[src/rtl/srw_pkg.sv]
package srw_pkg;

	localparam int SEQ_W = 32;
	localparam int TOK_W = 16;
	localparam int ST_W  = 3;
	localparam int OP_W  = 2;

	// result buffer for tokens released by one step
	localparam int MAX_RESULTS = 16;
	localparam int BUF_AW      = 4;
	localparam int BUF_CW      = 5;

	localparam logic [OP_W-1:0] OP_OBSERVE = 2'd0;
	localparam logic [OP_W-1:0] OP_DEFER   = 2'd1;
	localparam logic [OP_W-1:0] OP_QUERY   = 2'd2;

	localparam logic [ST_W-1:0] ST_OK       = 3'd0;
	localparam logic [ST_W-1:0] ST_SEEN     = 3'd1;
	localparam logic [ST_W-1:0] ST_COLLIDE  = 3'd2;
	localparam logic [ST_W-1:0] ST_OVERFLOW = 3'd3;
	localparam logic [ST_W-1:0] ST_FULL     = 3'd4;

	typedef enum logic [3:0] {
		S_CLEAR,
		S_IDLE,
		S_LOOK,
		S_CNT,
		S_EVAL,
		S_REL,
		S_RDNEXT,
		S_CHK,
		S_MATCH,
		S_COUNT,
		S_OUT
	} state_t;

	typedef struct packed {
		logic clr_step;
		logic load;
		logic match;
		logic count;
		logic eval;
		logic rel;
		logic rd_next;
		logic step_next;
		logic emit;
	} cmd_t;

	typedef struct packed {
		logic clr_done;
		logic advance;
		logic rem_zero;
		logic at_max;
		logic next_marked;
		logic out_last;
	} sts_t;

endpackage

[src/rtl/srw_ram.sv]
module srw_ram #(
	parameter int WIDTH = 33,
	parameter int DEPTH = 64
) (
	input  logic                     clk,
	input  logic                     we,
	input  logic [$clog2(DEPTH)-1:0] waddr,
	input  logic [WIDTH-1:0]         wdata,
	input  logic                     re,
	input  logic [$clog2(DEPTH)-1:0] raddr,
	output logic [WIDTH-1:0]         rdata
);

	logic [WIDTH-1:0] mem [DEPTH];

	// write port and registered read port
	always_ff @(posedge clk) begin
		if (we) begin
			mem[waddr] <= wdata;
		end
		if (re) begin
			rdata <= mem[raddr];
		end
	end

endmodule

[src/rtl/srw_ctrl.sv]
module srw_ctrl import srw_pkg::*; (
	input  logic clk,
	input  logic arst_n,
	input  logic start,
	input  logic cfg_we,
	input  sts_t sts,
	output cmd_t cmd,
	output logic busy,
	output logic result_valid
);

	state_t state_q, state_d;

	always_ff @(posedge clk or negedge arst_n) begin
		if (!arst_n) begin
			state_q <= S_CLEAR;
		end else begin
			state_q <= state_d;
		end
	end

	// next state
	always_comb begin
		state_d = state_q;
		case (state_q)
			S_CLEAR:  if (sts.clr_done) state_d = S_IDLE;
			S_IDLE:   if (start) state_d = S_LOOK;
			S_LOOK:   state_d = S_CNT;
			S_CNT:    state_d = S_EVAL;
			S_EVAL:   state_d = sts.advance ? S_REL : S_OUT;
			S_REL: begin
				if (sts.rem_zero) begin
					state_d = sts.at_max ? S_OUT : S_RDNEXT;
				end
			end
			S_RDNEXT: state_d = S_CHK;
			S_CHK:    state_d = sts.next_marked ? S_MATCH : S_OUT;
			S_MATCH:  state_d = S_COUNT;
			S_COUNT:  state_d = S_REL;
			S_OUT:    if (sts.out_last) state_d = S_IDLE;
			default:  state_d = S_CLEAR;
		endcase
		// a register write restarts the clearing sweep
		if (cfg_we) begin
			state_d = S_CLEAR;
		end
	end

	// commands to the datapath
	always_comb begin
		cmd = '0;
		busy = 1'b1;
		result_valid = 1'b0;
		case (state_q)
			S_CLEAR:  cmd.clr_step = 1'b1;
			S_IDLE: begin
				busy = 1'b0;
				cmd.load = start;
			end
			S_LOOK:   cmd.match = 1'b1;
			S_CNT:    cmd.count = 1'b1;
			S_EVAL:   cmd.eval = 1'b1;
			S_REL:    cmd.rel = !sts.rem_zero;
			S_RDNEXT: cmd.rd_next = 1'b1;
			S_CHK:    cmd.step_next = sts.next_marked;
			S_MATCH:  cmd.match = 1'b1;
			S_COUNT:  cmd.count = 1'b1;
			S_OUT: begin
				cmd.emit = 1'b1;
				result_valid = 1'b1;
			end
			default: ;
		endcase
	end

endmodule

[src/rtl/srw_dp.sv]
module srw_dp import srw_pkg::*; #(
	parameter int WINDOW_DEPTH  = 64,
	parameter int PENDING_DEPTH = 16
) (
	input  logic             clk,
	input  logic             arst_n,
	input  logic             cfg_we,
	input  logic [SEQ_W-1:0] cfg_data,
	input  logic [OP_W-1:0]  op,
	input  logic [SEQ_W-1:0] sequence_req,
	input  logic [TOK_W-1:0] token,
	input  cmd_t             cmd,
	output sts_t             sts,
	output logic [ST_W-1:0]  status,
	output logic             hit,
	output logic [SEQ_W-1:0] prefix,
	output logic [TOK_W-1:0] released_token,
	output logic             token_valid,
	output logic             last
);

	localparam int AW      = $clog2(WINDOW_DEPTH);
	localparam int CLR_LEN = (WINDOW_DEPTH > 32) ? WINDOW_DEPTH : 32;
	localparam int CLRW    = $clog2(CLR_LEN);
	localparam int CW      = $clog2(PENDING_DEPTH + 1);
	localparam int PIW     = (PENDING_DEPTH > 1) ? $clog2(PENDING_DEPTH) : 1;
	localparam int RW      = SEQ_W + 1;
	// reciprocal of the ring depth, exact floor quotient for any 32-bit value
	localparam int          RK    = SEQ_W + AW;
	localparam int          MW    = SEQ_W + 2;
	localparam int          PW    = 2 * SEQ_W + 2;
	localparam logic [63:0] RECIP = ((64'd1 << RK) / 64'(WINDOW_DEPTH)) + 64'd1;

	logic [SEQ_W-1:0] sv_q, prefix_q, seq_q, quo_q;
	logic [AW-1:0]    pslot_q, slot_q;
	logic [CLRW-1:0]  clr_q;
	logic [OP_W-1:0]  op_q;
	logic [TOK_W-1:0] tok_q;
	logic [PENDING_DEPTH-1:0] match_q, wvalid_q;
	logic [SEQ_W-1:0] wseq_q    [PENDING_DEPTH];
	logic [TOK_W-1:0] whandle_q [PENDING_DEPTH];
	logic [CW-1:0]    wstamp_q  [PENDING_DEPTH];
	logic [CW-1:0]    rem_q;
	logic [TOK_W-1:0] buf_q [MAX_RESULTS];
	logic [BUF_CW-1:0] bcnt_q;
	logic [BUF_AW-1:0] oi_q;
	logic [ST_W-1:0]  st_q;
	logic             hit_q, stv_q;
	logic [TOK_W-1:0] stok_q;

	logic             ram_we, ram_re;
	logic [AW-1:0]    ram_waddr, ram_raddr;
	logic [RW-1:0]    ram_wdata, ram_rdata;

	// slot of the next sequence after the prefix
	logic [AW-1:0] nslot;
	assign nslot = (pslot_q == AW'(WINDOW_DEPTH - 1)) ? '0 : pslot_q + AW'(1);

	// slot of an incoming sequence, valid when it lies inside the window
	logic [SEQ_W-1:0] acc_diff;
	logic [AW:0]      acc_sum, acc_slot;
	always_comb begin
		acc_diff = sequence_req - prefix_q;
		acc_sum  = {1'b0, pslot_q} + acc_diff[AW:0];
		acc_slot = (acc_sum >= (AW+1)'(WINDOW_DEPTH)) ?
			acc_sum - (AW+1)'(WINDOW_DEPTH) : acc_sum;
	end

	// reduce the start value modulo the ring depth during the sweep:
	// reciprocal multiply for the quotient, then multiply back and subtract
	logic          clr_in_ram;
	logic [PW-1:0] quo_prod;
	logic [SEQ_W-1:0] start_rem;
	always_comb begin
		clr_in_ram = (CLRW+1)'(clr_q) < (CLRW+1)'(WINDOW_DEPTH);
		quo_prod   = PW'(sv_q) * PW'(RECIP[MW-1:0]);
		start_rem  = sv_q - quo_q * SEQ_W'(WINDOW_DEPTH);
	end

	// decision for the accepted item
	logic             le, ovf, nxt, rflag, rmatch, full, e_mark, e_store, e_adv;
	logic [SEQ_W-1:0] diff, rnum, pnext;
	logic [ST_W-1:0]  e_st;
	logic             e_hit, e_tv;
	always_comb begin
		pnext  = prefix_q + SEQ_W'(1);
		le     = seq_q <= prefix_q;
		diff   = seq_q - prefix_q;
		ovf    = diff > SEQ_W'(WINDOW_DEPTH);
		nxt    = seq_q == pnext;
		rflag  = ram_rdata[SEQ_W];
		rnum   = ram_rdata[SEQ_W-1:0];
		rmatch = rflag && (rnum == seq_q);
		full   = &wvalid_q;
		e_st   = ST_OK;
		e_hit  = 1'b0;
		e_tv   = 1'b0;
		e_mark = 1'b0;
		e_store = 1'b0;
		e_adv  = 1'b0;
		case (op_q)
			OP_OBSERVE: begin
				if (le) begin
					e_st = ST_SEEN;
				end else if (ovf) begin
					e_st = ST_OVERFLOW;
				end else if (nxt) begin
					e_adv = 1'b1;
				end else if (rflag) begin
					e_st = rmatch ? ST_SEEN : ST_COLLIDE;
				end else begin
					e_mark = 1'b1;
				end
			end
			OP_DEFER: begin
				if (le) begin
					e_tv = 1'b1;
				end else if (ovf) begin
					e_st = ST_OVERFLOW;
				end else if (full) begin
					e_st = ST_FULL;
				end else begin
					e_store = 1'b1;
				end
			end
			OP_QUERY: e_hit = le || (!ovf && rmatch);
			default: ;
		endcase
	end

	// lowest free waiter entry
	logic [PIW-1:0] free_idx;
	always_comb begin
		free_idx = '0;
		for (int i = PENDING_DEPTH - 1; i >= 0; i--) begin
			if (!wvalid_q[i]) free_idx = PIW'(i);
		end
	end

	// waiter of the current sequence with the highest remaining rank
	logic           rel_found;
	logic [PIW-1:0] rel_idx;
	logic [CW-1:0]  tgt;
	always_comb begin
		rel_found = 1'b0;
		rel_idx   = '0;
		tgt       = rem_q - CW'(1);
		for (int i = PENDING_DEPTH - 1; i >= 0; i--) begin
			if (match_q[i] && (wstamp_q[i] == tgt)) begin
				rel_found = 1'b1;
				rel_idx   = PIW'(i);
			end
		end
	end

	// window ring memory: clear sweep, mark, consume
	always_comb begin
		ram_we    = 1'b0;
		ram_waddr = nslot;
		ram_wdata = '0;
		if (cmd.clr_step && clr_in_ram) begin
			ram_we    = 1'b1;
			ram_waddr = clr_q[AW-1:0];
		end else if (cmd.eval && e_mark) begin
			ram_we    = 1'b1;
			ram_waddr = slot_q;
			ram_wdata = {1'b1, seq_q};
		end else if (cmd.step_next) begin
			ram_we    = 1'b1;
		end
		ram_re    = cmd.load || cmd.rd_next;
		ram_raddr = cmd.load ? acc_slot[AW-1:0] : nslot;
	end

	srw_ram #(.WIDTH(RW), .DEPTH(WINDOW_DEPTH)) u_ring (
		.clk   (clk),
		.we    (ram_we),
		.waddr (ram_waddr),
		.wdata (ram_wdata),
		.re    (ram_re),
		.raddr (ram_raddr),
		.rdata (ram_rdata)
	);

	// control state: prefix, sweep, waiter valid bits, buffer count
	always_ff @(posedge clk or negedge arst_n) begin
		if (!arst_n) begin
			sv_q     <= '0;
			prefix_q <= '0;
			pslot_q  <= '0;
			quo_q    <= '0;
			clr_q    <= '0;
			wvalid_q <= '0;
			bcnt_q   <= '0;
			oi_q     <= '0;
			rem_q    <= '0;
		end else if (cfg_we) begin
			sv_q     <= cfg_data;
			prefix_q <= cfg_data;
			pslot_q  <= '0;
			clr_q    <= '0;
			wvalid_q <= '0;
		end else begin
			if (cmd.clr_step) begin
				clr_q <= clr_q + CLRW'(1);
				if (clr_q == '0) quo_q <= SEQ_W'(quo_prod >> RK);
				if (clr_q == CLRW'(1)) pslot_q <= start_rem[AW-1:0];
			end
			if (cmd.load) begin
				bcnt_q <= '0;
				oi_q   <= '0;
			end
			if (cmd.count) rem_q <= CW'($countones(match_q));
			if (cmd.eval && e_adv) begin
				prefix_q <= seq_q;
				pslot_q  <= nslot;
			end
			if (cmd.eval && e_store) wvalid_q[free_idx] <= 1'b1;
			if (cmd.step_next) begin
				prefix_q <= pnext;
				pslot_q  <= nslot;
			end
			if (cmd.rel) begin
				rem_q <= rem_q - CW'(1);
				if (rel_found) begin
					wvalid_q[rel_idx] <= 1'b0;
					if (bcnt_q < BUF_CW'(MAX_RESULTS)) bcnt_q <= bcnt_q + BUF_CW'(1);
				end
			end
			if (cmd.emit) oi_q <= oi_q + BUF_AW'(1);
		end
	end

	// payload registers
	always_ff @(posedge clk) begin
		if (cmd.load) begin
			op_q   <= op;
			seq_q  <= sequence_req;
			tok_q  <= token;
			slot_q <= acc_slot[AW-1:0];
		end
		if (cmd.match) begin
			for (int i = 0; i < PENDING_DEPTH; i++) begin
				match_q[i] <= wvalid_q[i] && (wseq_q[i] == seq_q);
			end
		end
		if (cmd.eval) begin
			st_q   <= e_st;
			hit_q  <= e_hit;
			stv_q  <= e_tv;
			stok_q <= e_tv ? tok_q : '0;
			if (e_store) begin
				wseq_q[free_idx]    <= seq_q;
				whandle_q[free_idx] <= tok_q;
				wstamp_q[free_idx]  <= rem_q;
			end
		end
		if (cmd.step_next) seq_q <= pnext;
		if (cmd.rel && rel_found) begin
			match_q[rel_idx] <= 1'b0;
			if (bcnt_q < BUF_CW'(MAX_RESULTS)) buf_q[bcnt_q[BUF_AW-1:0]] <= whandle_q[rel_idx];
		end
	end

	// status to the controller
	assign sts.clr_done    = clr_q == CLRW'(CLR_LEN - 1);
	assign sts.advance     = e_adv;
	assign sts.rem_zero    = rem_q == '0;
	assign sts.at_max      = &prefix_q;
	assign sts.next_marked = rflag && (rnum == pnext);
	assign sts.out_last    = (bcnt_q == '0) ? (oi_q == '0) :
		({1'b0, oi_q} == bcnt_q - BUF_CW'(1));

	// result fields: released tokens when any, else the single result
	assign status         = (bcnt_q != '0) ? ST_OK : st_q;
	assign hit            = (bcnt_q != '0) ? 1'b0 : hit_q;
	assign released_token = (bcnt_q != '0) ? buf_q[oi_q] : stok_q;
	assign token_valid    = (bcnt_q != '0) ? 1'b1 : stv_q;
	assign prefix         = prefix_q;
	assign last           = sts.out_last;

endmodule

[src/rtl/sequence_reorder_window_top.sv]
// Flow: an accepted item is looked up, counted and evaluated; an advance releases the waiters
//   of the new prefix, then, unless the prefix reaches its maximum, walks the ring through each
//   further marked sequence and releases its waiters before the results are emitted.
// Throughput: one item at a time; results leave one per cycle, 1 to 16 per item.
// Reset and each start_sequence write run a ring clearing sweep with busy high;
//   the receiver cannot stall and takes every strobed result.
module sequence_reorder_window_top import srw_pkg::*; #(
	parameter int WINDOW_DEPTH  = 64,
	parameter int PENDING_DEPTH = 16
) (
	input  logic             clk,
	input  logic             arst_n,
	input  logic             start,
	output logic             busy,
	input  logic             cfg_valid,
	output logic             cfg_ready,
	input  logic [SEQ_W-1:0] cfg_data,
	input  logic [OP_W-1:0]  op,
	input  logic [SEQ_W-1:0] sequence_req,
	input  logic [TOK_W-1:0] token,
	output logic             result_valid,
	output logic [ST_W-1:0]  status,
	output logic             hit,
	output logic [SEQ_W-1:0] prefix,
	output logic [TOK_W-1:0] released_token,
	output logic             token_valid,
	output logic             last
);

	cmd_t cmd;
	sts_t sts;
	logic cfg_we;

	assign cfg_ready = 1'b1;
	assign cfg_we    = cfg_valid && cfg_ready;

	srw_ctrl u_ctrl (
		.clk          (clk),
		.arst_n       (arst_n),
		.start        (start),
		.cfg_we       (cfg_we),
		.sts          (sts),
		.cmd          (cmd),
		.busy         (busy),
		.result_valid (result_valid)
	);

	srw_dp #(.WINDOW_DEPTH(WINDOW_DEPTH), .PENDING_DEPTH(PENDING_DEPTH)) u_dp (
		.clk            (clk),
		.arst_n         (arst_n),
		.cfg_we         (cfg_we),
		.cfg_data       (cfg_data),
		.op             (op),
		.sequence_req   (sequence_req),
		.token          (token),
		.cmd            (cmd),
		.sts            (sts),
		.status         (status),
		.hit            (hit),
		.prefix         (prefix),
		.released_token (released_token),
		.token_valid    (token_valid),
		.last           (last)
	);

`ifndef SYNTHESIS
	a_result_while_busy: assert property (@(posedge clk) disable iff (!arst_n)
		result_valid |-> busy) else $error("result strobe outside a busy step");
	a_accept_goes_busy: assert property (@(posedge clk) disable iff (!arst_n)
		(start && !busy && !cfg_we) |=> (busy && !result_valid))
		else $error("accepted item did not start a step");
	a_last_ends_step: assert property (@(posedge clk) disable iff (!arst_n)
		(result_valid && last && !cfg_we) |=> (!busy && !result_valid))
		else $error("step continued after its last result");
`endif

endmodule
[config.mk]
export PLATFORM = sky130hd
export DESIGN_NAME = sequence_reorder_window_top
export DESIGN_NICKNAME = d
export VERILOG_FILES = /design/src/rtl/srw_pkg.sv /design/src/rtl/srw_ram.sv /design/src/rtl/srw_ctrl.sv /design/src/rtl/srw_dp.sv /design/src/rtl/sequence_reorder_window_top.sv
export SDC_FILE = /design/constraint.sdc
export NUM_CORES = 2
export LEC_CHECK = 0
export BUFFER_PORTS_ARGS = -buffer_cell sky130_fd_sc_hd__buf_4
export CORE_MARGIN = 2
export CORE_UTILIZATION = 30
export DETAILED_ROUTE_END_ITERATION = 10
export PLACE_DENSITY_LB_ADDON = 0.25
export SLEW_MARGIN = 20
export SYNTH_ARGS = -nofsm -noshare
export SYNTH_HDL_FRONTEND = slang
export SYNTH_SLANG_ARGS = --single-unit
[constraint.sdc]
create_clock -name clk -period 20 [get_ports clk]
set_clock_uncertainty 0.2 [all_clocks]
set_input_delay 2 -clock clk [delete_from_list [all_inputs] [get_ports clk]]
set_output_delay 2 -clock clk [all_outputs]
set_load 0.01 [all_outputs]
* After elaboration in Yosys (flattened, before gate mapping)
Memory sizes are Yosys's and may differ from the RTL's. A register that Yosys moved wholly into a read port is not among the register bits. Cells that the tools add are included.
Storage, ports and cells: logic and storage cells 329, memory bits (writable) 3216, bits of input ports 86, output and inout port bits 57, memories kept 5, bits in registers 203
Memory list:
- u_dp.u_ring.mem | depth 64, width 33, read ports 1, clocked after memory_dff 1, wr ports 1, RTL line srw_ram.sv:14 | logic [WIDTH-1:0] mem [DEPTH];
- u_dp.wseq_q | depth 16, width 32, read ports 16, clocked after memory_dff 0, wr ports 1, RTL line srw_dp.sv:40 | logic [SEQ_W-1:0] wseq_q [PENDING_DEPTH];
- u_dp.buf_q | depth 16, width 16, read ports 1, clocked after memory_dff 0, wr ports 1, RTL line srw_dp.sv:44 | logic [TOK_W-1:0] buf_q [MAX_RESULTS];
- u_dp.whandle_q | depth 16, width 16, read ports 1, clocked after memory_dff 0, wr ports 1, RTL line srw_dp.sv:41 | logic [TOK_W-1:0] whandle_q [PENDING_DEPTH];
- u_dp.wstamp_q | depth 16, width 5, read ports 16, clocked after memory_dff 0, wr ports 1, RTL line srw_dp.sv:42 | logic [CW-1:0] wstamp_q [PENDING_DEPTH];
Operators by class: $lt $le $gt $ge 8, bitwise logic cells 5, eq/ne operators 55, mux-type cells 145, reductions and logical operators 66, add/sub/neg operators 27
Operator list (number):
- $eq A32 B32 Y1 | 19
- $mux W4 | 41
- $mux W32 | 5
- $mux W16 | 8
- $eq A5 B5 Y1 | 16
- $mux W6 | 12
- $mux W33 | 2
- $mux W1 | 57
- $pmux W4 S11 | 1
- $logic_and A1 B1 Y1 | 41
- $add A5 B5 Y5 | 7
- $add A32 B1 Y32 const B | 1
- $and A16 B16 Y16 | 2
- $gt A32 B7 Y1 const B | 1
- $le A32 B32 Y1 | 1
- $reduce_and A32 Y1 | 1
- $sub A32 B32 Y32 | 1
- $mux W5 | 6
- $mux W3 | 8
- $add A1 B1 Y2 | 8
- $eq A4 B3 Y1 const B | 4
- $not A16 Y16 | 1
- $or A16 B16 Y16 | 1
- $reduce_and A16 Y1 | 1
- 37 further kinds | 61

* Longest topological paths before layout
depth in word-level cells 28, gate-level depth with buffers 20, depth with buffers taken out 16

* Hierarchy
A second synthesis with hierarchy kept.
Unflattened totals: cell total of the unflattened synthesis 7682, area total of the unflattened synthesis 140434.7 sq um
By module, submodules not included:
- srw_ram | sequential area each 64411.8 sq um, instances 1, cells each 3598, area each 81523.2 sq um
- srw_dp | sequential area each 37786.2 sq um, instances 1, cells each 4019, area each 58412.3 sq um
- srw_ctrl | sequential area each 100.1 sq um, instances 1, cells each 63, area each 488.0 sq um
- sequence_reorder_window_top | sequential area each 0.0 sq um, instances 1, cells each 2, area each 11.3 sq um

* Least setup slack after synthesis
OpenSTA, ideal clock, no wires.
path kind register to register, start point register u_dp.seq_q[0], end point memory u_dp.u_ring.mem[11][0], enable pin, data required time 19.377 ns, setup time 0.423 ns, period minus slack after synthesis 9.238 ns, arrival 8.615 ns, stages on the path, launching flop included 21, setup slack 10.762 ns, cells stage by stage edfxtp_1 > clkbuf_1 > buf_1 > inv_1 > ha_1 > inv_1 > fa_1 > a211oi_1 > o21ai_1 > a221oi_1 > xnor2_1 > a2111oi_0 > and4_1 > nand4_1 > or2_0 > clkbuf_1 > nor3_1 > a21o_1 > or3b_1 > buf_2 > nor2_1
Between the ends: word-level cells in the longest chain between the ends 10, elaborated cells between the ends (all ways) 15
Ends and longest elaborated chain:
- start: declaration | RTL line srw_dp.sv:34 | logic [SEQ_W-1:0] sv_q, prefix_q, seq_q, quo_q;
- start signal: assignment | RTL line srw_dp.sv:238 | seq_q <= sequence_req;
- start signal: assignment | RTL line srw_dp.sv:258 | if (cmd.step_next) seq_q <= pnext;
- $sub A32 B32 Y32 / $eq A32 B32 Y1 (equally long branches) | RTL line srw_dp.sv:88, srw_dp.sv:90
- $gt A32 B7 Y1 / $mux W1 (equally long branches) | RTL line srw_dp.sv:89, srw_dp.sv:107
- $mux W1 | RTL line srw_dp.sv:105 | end else if (ovf) begin
- $mux W1 (*) | RTL line srw_dp.sv:103 | if (le) begin
- $mux W1 (*) | RTL line srw_dp.sv:101 | case (op_q)
- $logic_and A1 B1 Y1 (*) | RTL line srw_dp.sv:164 | end else if (cmd.eval && e_mark) begin
- $mux W1 | RTL line srw_dp.sv:164
- $mux W1 | RTL line srw_dp.sv:161 | if (cmd.clr_step && clr_in_ram) begin
- $mux W1 | RTL line srw_ram.sv:18 | if (we) begin
- $mux W1 (implied by the code) | RTL line srw_ram.sv:19 | mem[waddr] <= wdata;
- end: declaration | RTL line srw_ram.sv:14
Mark *: on every way between the ends. The rest lies on a longest branch, timed or not.

* Worst setup path after layout
start point register u_dp.seq_q[0], end point memory u_dp.u_ring.mem[28][2], enable pin
The elaborated chain is that of the path after synthesis.

==> flow_summary.html <==
<table>
<tr><th>Metric</th><th>Value</th></tr>
<tr><th colspan="2">Run status</th></tr>
<tr><td>Run status</td><td>completed</td></tr>
<tr><th colspan="2">Floorplan</th></tr>
<tr><td>Total number of placement rows</td><td>253</td></tr>
<tr><td>CORE AREA</td><td>474800 um2</td></tr>
<tr><td>Die ar.</td><td>a little under 500000 um2</td></tr>
<tr><td>Die span in y</td><td>about 690 um</td></tr>
<tr><td>Die span in x</td><td>~690 um</td></tr>
<tr><td>IO Count</td><td>approximately 140</td></tr>
<tr><td>Starting density of the core</td><td>30.12%</td></tr>
<tr><th colspan="2">STA</th></tr>
<tr><td>Achievable Freq</td><td>117.4 MHz</td></tr>
<tr><td>Final max-slew violation count</td><td>0</td></tr>
<tr><td>Total count of hold-check failures in the final report</td><td>0</td></tr>
<tr><td>Total Negative Setup Slacks</td><td>0 ps</td></tr>
<tr><td>Crit path time final</td><td>around 8500 ps</td></tr>
<tr><td>Setup-violating endpoint count in the final report</td><td>0</td></tr>
<tr><td>Worst max-slew margin expressed relative to the limit</td><td>approximately 15%</td></tr>
<tr><td>Crit share post-route</td><td>a little over two fifths</td></tr>
<tr><td>RSZ-0062 raised after global routing</td><td>no</td></tr>
<tr><td>Transition time at the pin with the least slew margin</td><td>1274 ps</td></tr>
<tr><th colspan="2">Pwr</th></tr>
<tr><td>Peak supply drop</td><td>approximately 0.11 mV</td></tr>
<tr><td>Pwr Density</td><td>approximately 120 nW/um2</td></tr>
<tr><td>Cell leakage power</td><td>approximately 54 nW</td></tr>
<tr><th colspan="2">Detailed routing</th></tr>
<tr><td>Post-DRT Antenna Nets</td><td>0</td></tr>
<tr><td>Drt drc</td><td>0</td></tr>
<tr><td>Number of vias per cell after detailed routing</td><td>5.304</td></tr>
<tr><td>Detailed Route WL</td><td>468300 um</td></tr>
<tr><td>Total number of vias</td><td>90790</td></tr>
<tr><td>DRC marker count from the first detailed-route iteration</td><td>between 10000 and 15000</td></tr>
<tr><td>Detail-routed net length per standard cell</td><td>~27 um</td></tr>
<tr><td>Number of detailed-routing iterations run before antenna repair</td><td>8</td></tr>
<tr><th colspan="2">Clock network</th></tr>
<tr><td>Clock-pin slew reported for the worst setup and hold paths after clock tree synthesis</td><td>around 60 ps</td></tr>
<tr><td>Root buffer selected by CTS</td><td>sky130_fd_sc_hd__clkbuf_16</td></tr>
<tr><td>Resize count post-CTS</td><td>0</td></tr>
<tr><td>Number of buffers inserted to repair setup after CTS</td><td>0</td></tr>
<tr><td>Number of buffers between clock root and the deepest sink</td><td>4</td></tr>
<tr><td>Clock latency reported for the late side of the worst-skew pair</td><td>~970 ps</td></tr>
<tr><td>H-Tree Depth</td><td>5</td></tr>
<tr><td>Clock tree from TritonCTS</td><td>done</td></tr>
<tr><td>Sink Count</td><td>~3400</td></tr>
<tr><td>Number of buffers added to fix hold violations after cts</td><td>0</td></tr>
<tr><td>TritonCTS buffer count</td><td>approximately 370</td></tr>
<tr><th colspan="2">Worst hold path</th></tr>
<tr><td>Type of the most critical hold path</td><td>reg -&gt; reg</td></tr>
<tr><th colspan="2">Finish</th></tr>
<tr><td># nets final</td><td>10740</td></tr>
<tr><td>Most common cell after layout, fill and taps aside</td><td>sky130_fd_sc_hd__edfxtp_1</td></tr>
<tr><td>Fin util</td><td>between 30% and 40%</td></tr>
<tr><td>Area of the multi-input gates</td><td>about 39000 um2</td></tr>
<tr><td>Area taken by flip-flops and latches</td><td>102300 um2</td></tr>
<tr><td>Finished layout cell area</td><td>164500 um2</td></tr>
<tr><td>Layout overhead on the synthesized area</td><td>15.01%</td></tr>
<tr><td>Most frequent cells in the layout</td><td>sky130_fd_sc_hd__edfxtp_1 (3326), sky130_fd_sc_hd__nand2_1 (2277), sky130_fd_sc_hd__nand3_1 (617)</td></tr>
<tr><td>Post-route non-filler standard cell count</td><td>about 17000</td></tr>
<tr><td>Layout filler cell count</td><td>around 46000</td></tr>
<tr><td>Proportion of layout cells with a drive suffix above 1</td><td>11.39%</td></tr>
<tr><th colspan="2">Place</th></tr>
<tr><td>Placed Area</td><td>152700 um2</td></tr>
<tr><td>Routability Congestion</td><td>about 0.93</td></tr>
<tr><td>Count of input and output buffers</td><td>around 140</td></tr>
<tr><td>Dpl hpwl</td><td>between 200000 and 300000 um</td></tr>
<tr><td>Cell total after placement</td><td>between 15000 and 20000</td></tr>
<tr><th colspan="2">Worst setup path</th></tr>
<tr><td>Critical setup path kind</td><td>reg -&gt; reg</td></tr>
<tr><td>Cell-by-cell listing of the critical path</td><td>buf_4 -&gt; inv_1 -&gt; ha_1 -&gt; inv_1 -&gt; fa_1 -&gt; a211oi_1 -&gt; o21ai_1 -&gt; a221oi_1 -&gt; xnor2_1 -&gt; a2111oi_0 -&gt; and4_1 -&gt; nand4_1 -&gt; nor4_4 -&gt; buf_4 -&gt; a21boi_0 -&gt; o31ai_2 -&gt; nand3_1 -&gt; nor2_4 -&gt; buf_4</td></tr>
<tr><td>Highest cell delay on the worst timing path</td><td>~1100 ps</td></tr>
<tr><td>Most repeated library cell on the critical path</td><td>sky130_fd_sc_hd__buf_4</td></tr>
<tr><td>Crit path max-delay cell type</td><td>sky130_fd_sc_hd__nand3_1</td></tr>
<tr><td>Setup crit end kind</td><td>flop</td></tr>
<tr><td>Type of origin of the critical path</td><td>flop</td></tr>
<tr><td>Arrival time at the worst endpoint</td><td>just under 9000 ps</td></tr>
<tr><td>Max Fanout on Critical Path</td><td>36</td></tr>
<tr><td>Data required time of the worst path</td><td>20340 ps</td></tr>
<tr><th colspan="2">Global route</th></tr>
<tr><td>Wire length of the first global-routing pass</td><td>657900 um</td></tr>
<tr><td>Antenna violations before repair</td><td>16</td></tr>
<tr><td>Pin count of the biggest net entering global routing</td><td>between 150 and 200</td></tr>
<tr><td>All-layer global routing usage</td><td>a little under a fifth</td></tr>
<tr><td>Residual overflow from global routing</td><td>0</td></tr>
<tr><td>Via count of the first global-routing pass</td><td>approximately 87000</td></tr>
<tr><th colspan="2">Logic synthesis</th></tr>
<tr><td>Post-Synthesis Net Count</td><td>10600</td></tr>
<tr><td>Yosys synthesis warning count</td><td>0</td></tr>
<tr><td>Share of Yosys cell area claimed by the top area cell type</td><td>69.84%</td></tr>
<tr><td>Largest cells by area after synthesis</td><td>sky130_fd_sc_hd__edfxtp_1 (70%), sky130_fd_sc_hd__nand2_1 (6.0%), sky130_fd_sc_hd__xor2_1 (3.6%), sky130_fd_sc_hd__a311oi_1 (2.4%), sky130_fd_sc_hd__nand3_1 (2.2%)</td></tr>
<tr><td>Post-synthesis area per instance</td><td>13.71 um2</td></tr>
<tr><td>Register area share after synthesis</td><td>71.54%</td></tr>
<tr><td>FFs w/ async S/R, synth</td><td>2.452%</td></tr>
<tr><td>Number of storage elements in the synthesis netlist</td><td>3426</td></tr>
<tr><td>Cell accounting for the most synthesized area</td><td>sky130_fd_sc_hd__edfxtp_1</td></tr>
<tr><td>Number of distinct standard cells referenced by the synthesized netlist</td><td>91</td></tr>
<tr><td>Dominant register cell in the synthesized netlist</td><td>sky130_fd_sc_hd__edfxtp_1</td></tr>
<tr><td>Number of instances in the synthesized netlist</td><td>between 10000 and 15000</td></tr>
<tr><td>Combined area of all synthesized cells</td><td>143000 um2</td></tr>
<tr><td>Number of enable-type register cells in the synthesized netlist</td><td>~3300</td></tr>
<tr><th colspan="2">Run</th></tr>
<tr><td>Count of max-cap constraint violations</td><td>0</td></tr>
</table>
[routing by layer]
metal  GRT usage [%]  wire length [um]  vias up
li1                -                 -    39330
met1           26.63            203700    46780
met2           29.03            208800     3984
met3           3.589             40400      686
met4           5.668             15360        4
met5               0                48        -
[cell families (layout without fill, tap and decap cells)]
| family | after synthesis | in the layout | synth area share, % |
|---|---|---|---|
| AO/OA/AOI/OAI | 1267 | 1267 | 6.299 |
| XOR/XNOR | 750 | 750 | 4.725 |
| adder cells (fa/ha/maj) | 79 | 79 | 0.7805 |
| buffers and inverters | 777 | 1211 | 2.074 |
| flip-flops | 3426 | 3426 | 71.54 |
| multiplexers | 244 | 244 | 2.429 |
| other | 1 | 7 | 0.002622 |
| AND/OR/NAND/NOR | 3887 | 3887 | 12.15 |
[registers in the layout, summed over array words and instances, names as in the netlist, 2 cells and up]
name and count:
u_dp.pslot_q 6, u_dp.wstamp_q 80, u_dp.slot_q 6, u_dp.seq_q 32, u_dp.clr_q 6, u_dp.rem_q 5
u_dp.wseq_q 512, u_dp.sv_q 6, u_ctrl.state_q 4, u_dp.bcnt_q 5, u_dp.st_q 3, u_dp.wvalid_q 16
u_dp.u_ring.mem 2112, u_dp.u_ring.rdata 33, u_dp.match_q 16, u_dp.op_q 2, u_dp.tok_q 16, u_dp.whandle_q 256
u_dp.prefix 32, u_dp.stok_q 16, u_dp.oi_q 4, u_dp.buf_q 256
[synth_stat cells (18+ instances only)]
library cell	count
sky130_fd_sc_hd__edfxtp_1	3326
sky130_fd_sc_hd__nand2_1	2279
sky130_fd_sc_hd__nand3_1	618
sky130_fd_sc_hd__xor2_1	584
sky130_fd_sc_hd__clkbuf_1	531
sky130_fd_sc_hd__a311oi_1	399
sky130_fd_sc_hd__and3_1	314
sky130_fd_sc_hd__a21oi_1	248
sky130_fd_sc_hd__nor2_1	203
sky130_fd_sc_hd__nor4_1	153
sky130_fd_sc_hd__xnor2_1	151
sky130_fd_sc_hd__a31oi_1	150
sky130_fd_sc_hd__mux2i_1	140
sky130_fd_sc_hd__a211oi_1	123
sky130_fd_sc_hd__buf_1	113
sky130_fd_sc_hd__inv_1	100
sky130_fd_sc_hd__nor3_1	99
sky130_fd_sc_hd__o21ai_0	92
sky130_fd_sc_hd__dfrtp_1	84
sky130_fd_sc_hd__mux4_2	80
sky130_fd_sc_hd__ha_1	62
sky130_fd_sc_hd__nand4_1	60
sky130_fd_sc_hd__o22ai_1	36
sky130_fd_sc_hd__or3_1	31
sky130_fd_sc_hd__and2_1	30
sky130_fd_sc_hd__buf_2	29
sky130_fd_sc_hd__mux2_2	24
sky130_fd_sc_hd__o31ai_1	23
sky130_fd_sc_hd__o21ai_1	22
sky130_fd_sc_hd__a22oi_1	19
sky130_fd_sc_hd__o21a_1	19
sky130_fd_sc_hd__or4_1	18
[final cells by class]
class / instances / share of cell area (%)
flip-flops and latches: 3426 / 62.21
multi-input cells: 6228 / 23.56
clock buffers: 478 / 6.011
well taps: 6247 / 4.753
repair buffers: 444 / 2.151
clock inverters: 189 / 1.083
inverters: 100 / 0.2282
diodes: 6 / 0.009130
[worst paths after layout]
path	from	depth (start not counted)	slack [ps]	endpoint
setup / recovery	u_dp.seq_q[0]	19	11480	u_dp.u_ring.mem[28][2]
max in group asynchronous	arst_n	2	17460	u_dp.prefix[10]
hold reg to reg	u_dp.sv_q[1]	2	340	u_dp.sv_q[1]
hold / removal	u_dp.sv_q[1]	2	340	u_dp.sv_q[1]
setup reg to reg	u_dp.seq_q[0]	19	11480	u_dp.u_ring.mem[28][2]
min in group asynchronous	arst_n	1	790	u_dp.prefix[28]
[power breakdown]
| part | switching, W | internal, W |
|---|---|---|
| registers | 0.000163 | 0.00806 |
| clock network | 0.00285 | 0.00380 |
| logic | 0.00319 | 0.00140 |
[worst max-delay path: cells and delay by family (launching register included)]
kind | cells | cell delay [ps]
compound gates | 6 | 2720
simple gates | 5 | 2280
fa+ha+maj | 2 | 600
buf+inv | 5 | 1690
flops | 1 | 390
xor+xnor | 1 | 120
[per-stage QoR]
| step | power (W) | hold WS (ps) | worst slack, ps |
|---|---|---|---|
| after floorplan | 0.01106 | 284.3 | 10760 |
| after global placement | 0.01283 | 314.0 | 10450 |
| after detailed placement | 0.01291 | 328.7 | 11120 |
| after CTS | 0.01955 | 341.4 | 11710 |
| after global routing | 0.02022 | 358.8 | 11240 |
| final | 0.01946 | 340.3 | 11480 |
Power figures use the tool's default switching activity.
